--- config.mk ---
export PLATFORM = sky130hd
export DESIGN_NAME = sdnv_fifo
export DESIGN_NICKNAME = d
export VERILOG_FILES = /design/src/hw/rtl/sdnv_pkg.sv /design/src/hw/rtl/sdnv_fifo.sv
export SDC_FILE = /design/constraint.sdc
export NUM_CORES = 1
export LEC_CHECK = 0
export BUFFER_PORTS_ARGS = -buffer_cell sky130_fd_sc_hd__buf_2
export CAP_MARGIN = 40
export CORE_ASPECT_RATIO = 1.5
export CORE_MARGIN = 3
export CORE_UTILIZATION = 40
export CTS_CLUSTER_SIZE = 28
export DETAILED_ROUTE_END_ITERATION = 6
export GPL_TIMING_DRIVEN = 0
export HOLD_SLACK_MARGIN = 0.06
export PLACE_DENSITY = 0.62
export SLEW_MARGIN = 25
export SYNTH_ARGS = -nofsm -noshare
export SYNTH_HDL_FRONTEND = slang
export SYNTH_SLANG_ARGS = --single-unit
export TNS_END_PERCENT = 20
--- constraint.sdc ---
create_clock -name clock -period 6.7 [get_ports clock]
set_input_delay 0.67 -clock clock [delete_from_list [all_inputs] [get_ports clock]]
set_output_delay 0.67 -clock clock [all_outputs]
set_load 0.005 [all_outputs]
--- src/hw/rtl/sdnv_pkg.sv ---
// Shared types, constants and helper functions for the SDNV encoder.
`timescale 1ns / 1ps

package sdnv_pkg;

   // Field widths and encoding constants.
   localparam int VALUE_W     = 64;
   localparam int BYTE_W      = 8;
   localparam int GROUP_BITS  = 7;
   localparam int MAX_GROUPS  = 10;
   localparam int CNT_W       = 4;
   localparam logic [GROUP_BITS-1:0] GROUP_MASK = 7'h7f;
   localparam int QUEUE_DEPTH = 2;

   // One classified value waiting for the byte emitter.
   typedef struct packed {
      logic [VALUE_W-1:0] value;
      logic [CNT_W-1:0]   count;
   } entry_type;

   // Queue occupancy as seen by the front and back parts.
   typedef struct packed {
      logic full;
      logic empty;
   } queue_status_type;

   // Number of 7-bit groups needed for a value, at least one.
   function automatic logic [CNT_W-1:0] group_count(input logic [VALUE_W-1:0] v);
      logic [CNT_W-1:0] cnt;
      cnt = CNT_W'(1);
      for (int k = 1; k < MAX_GROUPS; k++) begin
         if ((v >> (GROUP_BITS * k)) != '0) begin
            cnt = CNT_W'(k + 1);
         end
      end
      return cnt;
   endfunction

   // Select the 7-bit group at index idx, counted from the least significant end.
   function automatic logic [GROUP_BITS-1:0] group_bits(input logic [VALUE_W-1:0] v,
                                                        input logic [CNT_W-1:0]   idx);
      logic [GROUP_BITS-1:0] g;
      g = '0;
      for (int k = 0; k < MAX_GROUPS; k++) begin
         if (idx == CNT_W'(k)) begin
            g = GROUP_BITS'(v >> (GROUP_BITS * k)) & GROUP_MASK;
         end
      end
      return g;
   endfunction

endpackage

--- src/hw/rtl/sdnv_fifo.sv ---
// Short queue that decouples value classification from byte emission.
`timescale 1ns / 1ps

module sdnv_fifo import sdnv_pkg::*; #(
   parameter int DEPTH = QUEUE_DEPTH
) (
   input  logic             clock,
   input  logic             reset,
   input  logic             push,
   input  entry_type        push_data,
   input  logic             pop,
   output entry_type        pop_data,
   output queue_status_type qstat
);

   localparam int PTR_W = (DEPTH > 1) ? $clog2(DEPTH) : 1;
   localparam int OCC_W = $clog2(DEPTH + 1);

   entry_type              store_ff [DEPTH];
   logic [PTR_W-1:0]       wr_ptr_ff, wr_ptr_in;
   logic [PTR_W-1:0]       rd_ptr_ff, rd_ptr_in;
   logic [OCC_W-1:0]       occ_ff, occ_in;

   assign qstat.full  = (occ_ff == OCC_W'(DEPTH));
   assign qstat.empty = (occ_ff == '0);
   assign pop_data    = store_ff[rd_ptr_ff];

   // Pointer wrap and occupancy update.
   always_comb begin
      wr_ptr_in = wr_ptr_ff;
      rd_ptr_in = rd_ptr_ff;
      occ_in    = occ_ff;
      if (push) begin
         wr_ptr_in = (wr_ptr_ff == PTR_W'(DEPTH - 1)) ? '0 : wr_ptr_ff + PTR_W'(1);
      end
      if (pop) begin
         rd_ptr_in = (rd_ptr_ff == PTR_W'(DEPTH - 1)) ? '0 : rd_ptr_ff + PTR_W'(1);
      end
      if (push && !pop) begin
         occ_in = occ_ff + OCC_W'(1);
      end else if (pop && !push) begin
         occ_in = occ_ff - OCC_W'(1);
      end
   end

   // Control registers.
   always_ff @(posedge clock) begin
      if (reset) begin
         wr_ptr_ff <= '0;
         rd_ptr_ff <= '0;
         occ_ff    <= '0;
      end else begin
         wr_ptr_ff <= wr_ptr_in;
         rd_ptr_ff <= rd_ptr_in;
         occ_ff    <= occ_in;
      end
   end

   // Entry storage.
   always_ff @(posedge clock) begin
      if (push) begin
         store_ff[wr_ptr_ff] <= push_data;
      end
   end

endmodule

==> results_tabular.tex <==
\begin{tabular}{lr}
\hline
Metric & Value \\
\hline
\multicolumn{2}{l}{\textbf{Clock tree}} \\
\quad Post-CTS clock slew at the launch and capture registers of the worst setup and hold paths & approximately 0.06 ns \\
\quad Clock Tree Root & sky130\_fd\_sc\_hd\_\_clkbuf\_16 \\
\quad Post-CTS setup buffers & 0 \\
\quad CTS tree & done \\
\quad Number of buffers inserted during clock tree synthesis & 17 \\
\quad Hold\_buf cts & 0 \\
\quad Clock latency on the worst-skew pair & 0.40 ns \\
\quad Maximum level of the CTS H-tree & 4 \\
\quad CTS Buffer Depth & 2 \\
\quad Post-cts sizing count & 0 \\
\quad CTS Sinks & about 140 \\
\multicolumn{2}{l}{\textbf{Synth}} \\
\quad Leading area contributor after synthesis & sky130\_fd\_sc\_hd\_\_edfxtp\_1 \\
\quad Area share of fa/ha/maj cells after synthesis & 0.241\% \\
\quad Area fraction of the dominant cell type after synthesis & between 70\% and 80\% \\
\quad Largest family of logic cells by synthesized area & multiplexers \\
\quad Net Count, Synth & 307 \\
\quad Compound-gate portion of the synthesized area & less than 1\% \\
\quad Post-synthesis mux area share & between 15 and 20\% \\
\quad Post-Syn Instances & roughly 230 \\
\quad Post-synthesis area per instance & 22.2 um\^{}2 \\
\quad Number of storage elements in the synthesis netlist & approximately 140 \\
\quad Simple-gate share of the synthesized area & 0.842\% \\
\quad Synthesized area & $\sim$0.0052 mm\^{}2 \\
\quad Yosys cell types & 17 \\
\quad Fraction of synthesized cell area in xor and xnor cells & less than 1\% \\
\quad Sequential-to-total area share from yosys stat & 80.4\% \\
\quad Yosys warning total & 0 \\
\quad Synth top area cells & sky130\_fd\_sc\_hd\_\_edfxtp\_1 (78\%), sky130\_fd\_sc\_hd\_\_mux2\_2 (10\%), sky130\_fd\_sc\_hd\_\_mux2\_4 (5.8\%) \\
\multicolumn{2}{l}{\textbf{STA}} \\
\quad Post-layout minimum cycle time & between 2 and 2.5 ns \\
\quad Transition time at the pin with the least slew margin & between 0.4 and 0.5 ns \\
\quad RSZ-0062 raised after global routing & no \\
\quad Sum of negative setup slack & 0 ns \\
\quad Fmax & approximately 0.44 GHz \\
\quad Number of max-slew violations in the final report & 0 \\
\quad Max transition margin & between 70 and 80\% \\
\quad Fin. Hold Viols & 0 \\
\quad Final period utilization & between 30\% and 40\% \\
\quad Final Setup Violations & 0 \\
\quad Setup skew after layout & 0.0105 ns \\
\multicolumn{2}{l}{\textbf{Setup path}} \\
\quad Critical path class & flop to primary output \\
\quad Critical path endpoint category & primary output \\
\quad Delay contributed by the slowest stage of the critical path & between 0.3 and 0.4 ns \\
\quad Cell type with the highest occurrence count on the critical path & sky130\_fd\_sc\_hd\_\_buf\_6 \\
\quad Critical-path maximum fanout & 10 \\
\quad Worst r2r src & wr\_ptr\_ff \\
\quad CP max stage cell & sky130\_fd\_sc\_hd\_\_dfxtp\_1 \\
\quad Crit path buf inv count & 4 \\
\quad Arrival time of data at the critical path endpoint & 1.59 ns \\
\quad Cell chain of the critical path & buf\_6 > buf\_6 > buf\_8 > mux2\_4 > buf\_2 \\
\quad Cell family with the largest share of critical-path delay & buffers and inverters \\
\quad Kind of start point of the critical path & flop \\
\quad Required time reported for the critical path endpoint & just over 6 ns \\
\multicolumn{2}{l}{\textbf{Drt}} \\
\quad Number of vias after detailed routing & roughly 2.7k \\
\quad Post-route DRC & 0 \\
\quad Violation count after the first detailed-routing iteration & 87 \\
\quad Final wirelength & between 9000 and 10,000 um \\
\quad Vias/cell & roughly 4.7 \\
\quad Average routed wire per standard cell & 16.2 um \\
\quad Iteration count of the initial detailed-routing pass & 4 \\
\quad Remaining antenna violation count after routing & 0 \\
\multicolumn{2}{l}{\textbf{GRT}} \\
\quad Global-route wire length before repair & 14,600 um \\
\quad Total congestion overflow & 0 \\
\quad Number of antenna violations at the first check in global routing & 1 \\
\quad Via count of the first global-routing pass & a little under 3k \\
\quad Pin count of the biggest net entering global routing & just over 40 \\
\quad GRT Overall Usage & 13.2\% \\
\multicolumn{2}{l}{\textbf{Placement}} \\
\quad Total instance count after detailed placement & 535 \\
\quad RePlAce Congestion & 0.701 \\
\quad Port buffer count & approximately 140 \\
\quad DP HPWL & about 6300 um \\
\multicolumn{2}{l}{\textbf{Floorplan}} \\
\quad DIE HEIGHT & about 150 um \\
\quad Initial core utilization & around 41\% \\
\quad Floorplan Core Area & roughly 0.013 mm\^{}2 \\
\quad Site Rows & 50 \\
\quad Number of placed I/O pins & around 140 \\
\quad Full die area & roughly 0.014 mm\^{}2 \\
\quad DIE WIDTH & between 90 and 100 um \\
\multicolumn{2}{l}{\textbf{Pwr}} \\
\quad Peak VDD IR & 0.176 mV \\
\quad Sum of internal, switching and leakage power & between 0.002 and 0.0025 W \\
\quad Static leakage power & 2.62 nW \\
\quad PwrDens & approximately 320 mW/mm\^{}2 \\
\multicolumn{2}{l}{\textbf{Run}} \\
\quad Count of maximum capacitance violations & 0 \\
\multicolumn{2}{l}{\textbf{Min path}} \\
\quad Worst min path class & input port to flop \\
\quad Hold\_sp & push\_data[63] \\
\multicolumn{2}{l}{\textbf{Layout}} \\
\quad Core utilization of the finished layout & 54.0\% \\
\quad Share of final-layout standard cells stronger than drive strength 1 & just over 60\% \\
\quad Antenna cells & 0 \\
\quad Post-layout net count & $\sim$470 \\
\quad Area Overhead vs Synth & 30.4\% \\
\quad Non-filler cells in the finished layout & between 500 and 600 \\
\multicolumn{2}{l}{\textbf{Outcome}} \\
\quad Status & complete, no violations \\
\hline
\end{tabular}
kinds of logic after synthesis:
family / count (synthesis)
buf+inv: 9
simple gates: 9
xor+xnor: 4
compound gates: 2
mux: 68
fa+ha+maj: 1
flops: 141
cell type report:
class / count / area (um^2)
buffer: 8 / 72.6
clock buffer: 18 / 429
clock inverter: 12 / 149
fill: 1066 / 5790
inverter: 1 / 3.75
multi-input combinational: 84 / 952
sequential: 141 / 4180
tap: 156 / 195
timing repair buffer: 145 / 801
per-layer routing:
metal	vias to the layer above	global-route usage (%)	routed length, um
met5	-	0	9
met4	2	5.33	100
met3	10	4.99	686
met2	92	23.6	5090
met1	1311	13.7	3260
li1	1253	-	-
flip-flops by register name (all words and copies together) (netlist names), named ones only:
signal / count
occ_ff: 2
wr_ptr_ff: 1
store_ff: 136
rd_ptr_ff: 1
power by group:
part	leakage (nW)	internal (W)	total, W	switching, W
Combinational	1.03	0.000118	0.000215	0.0000966
Clock	0.275	0.000578	0.000901	0.000323
Sequential	1.32	0.00103	0.00104	0.0000137
final timing paths:
| kind | endpoint | slack (ns) | cells after the start |
|---|---|---|---|
| worst max-delay path | pop_data[30] | 4.44 | 5 |
| worst min-delay path | store_ff[0][63] | 0.45 | 1 |
| worst max register to register | store_ff[1][40] | 5.18 | 2 |
| worst min register to register | occ_ff[1] | 0.51 | 2 |
per-stage QoR:
step	instance area, um^2	setup slack (ns)	hold WS, ns
after global placement	6100	0.602	0.485
after detailed placement	6210	4.78	0.504
after floorplan	5200	2.54	0.461
after CTS	6790	4.39	0.432
after global routing	6790	4.35	0.438
final	6790	4.44	0.454
layout by cell type, fill, tap and decap left out:
cell | netlist | routed
sky130_fd_sc_hd__xnor2_1 | 2 | 2
sky130_fd_sc_hd__o21ai_0 | 1 | 1
sky130_fd_sc_hd__and2_4 | 0 | 1
sky130_fd_sc_hd__a21oi_1 | 1 | 1
sky130_fd_sc_hd__ha_1 | 1 | 1
sky130_fd_sc_hd__buf_6 | 2 | 2
sky130_fd_sc_hd__buf_2 | 4 | 145
sky130_fd_sc_hd__nor2b_1 | 2 | 1
sky130_fd_sc_hd__clkinv_1 | 0 | 1
sky130_fd_sc_hd__inv_1 | 1 | 1
sky130_fd_sc_hd__mux2_4 | 20 | 20
sky130_fd_sc_hd__edfxtp_1 | 136 | 136
sky130_fd_sc_hd__xor2_1 | 2 | 2
sky130_fd_sc_hd__bufinv_16 | 0 | 3
sky130_fd_sc_hd__buf_16 | 0 | 2
sky130_fd_sc_hd__or3_1 | 1 | 1
sky130_fd_sc_hd__clkinv_4 | 0 | 2
sky130_fd_sc_hd__clkinv_2 | 0 | 3
sky130_fd_sc_hd__dfxtp_1 | 5 | 5
sky130_fd_sc_hd__clkinvlp_4 | 0 | 3
sky130_fd_sc_hd__mux2_2 | 48 | 48
sky130_fd_sc_hd__buf_12 | 0 | 2
sky130_fd_sc_hd__nor2_1 | 5 | 5
sky130_fd_sc_hd__buf_8 | 2 | 2
sky130_fd_sc_hd__clkbuf_1 | 0 | 1
sky130_fd_sc_hd__nor2b_4 | 0 | 1
sky130_fd_sc_hd__clkbuf_16 | 0 | 17
synthesized netlist by cell type, drive strengths merged:
cell      n
edfxtp  136
mux2     68
buf       8
dfxtp     5
nor2      5
nor2b     2
xnor2     2
xor2      2
a21oi     1
and2      1
ha        1
inv       1
o21ai     1
or3       1
(Power assumes the default switching activity.)
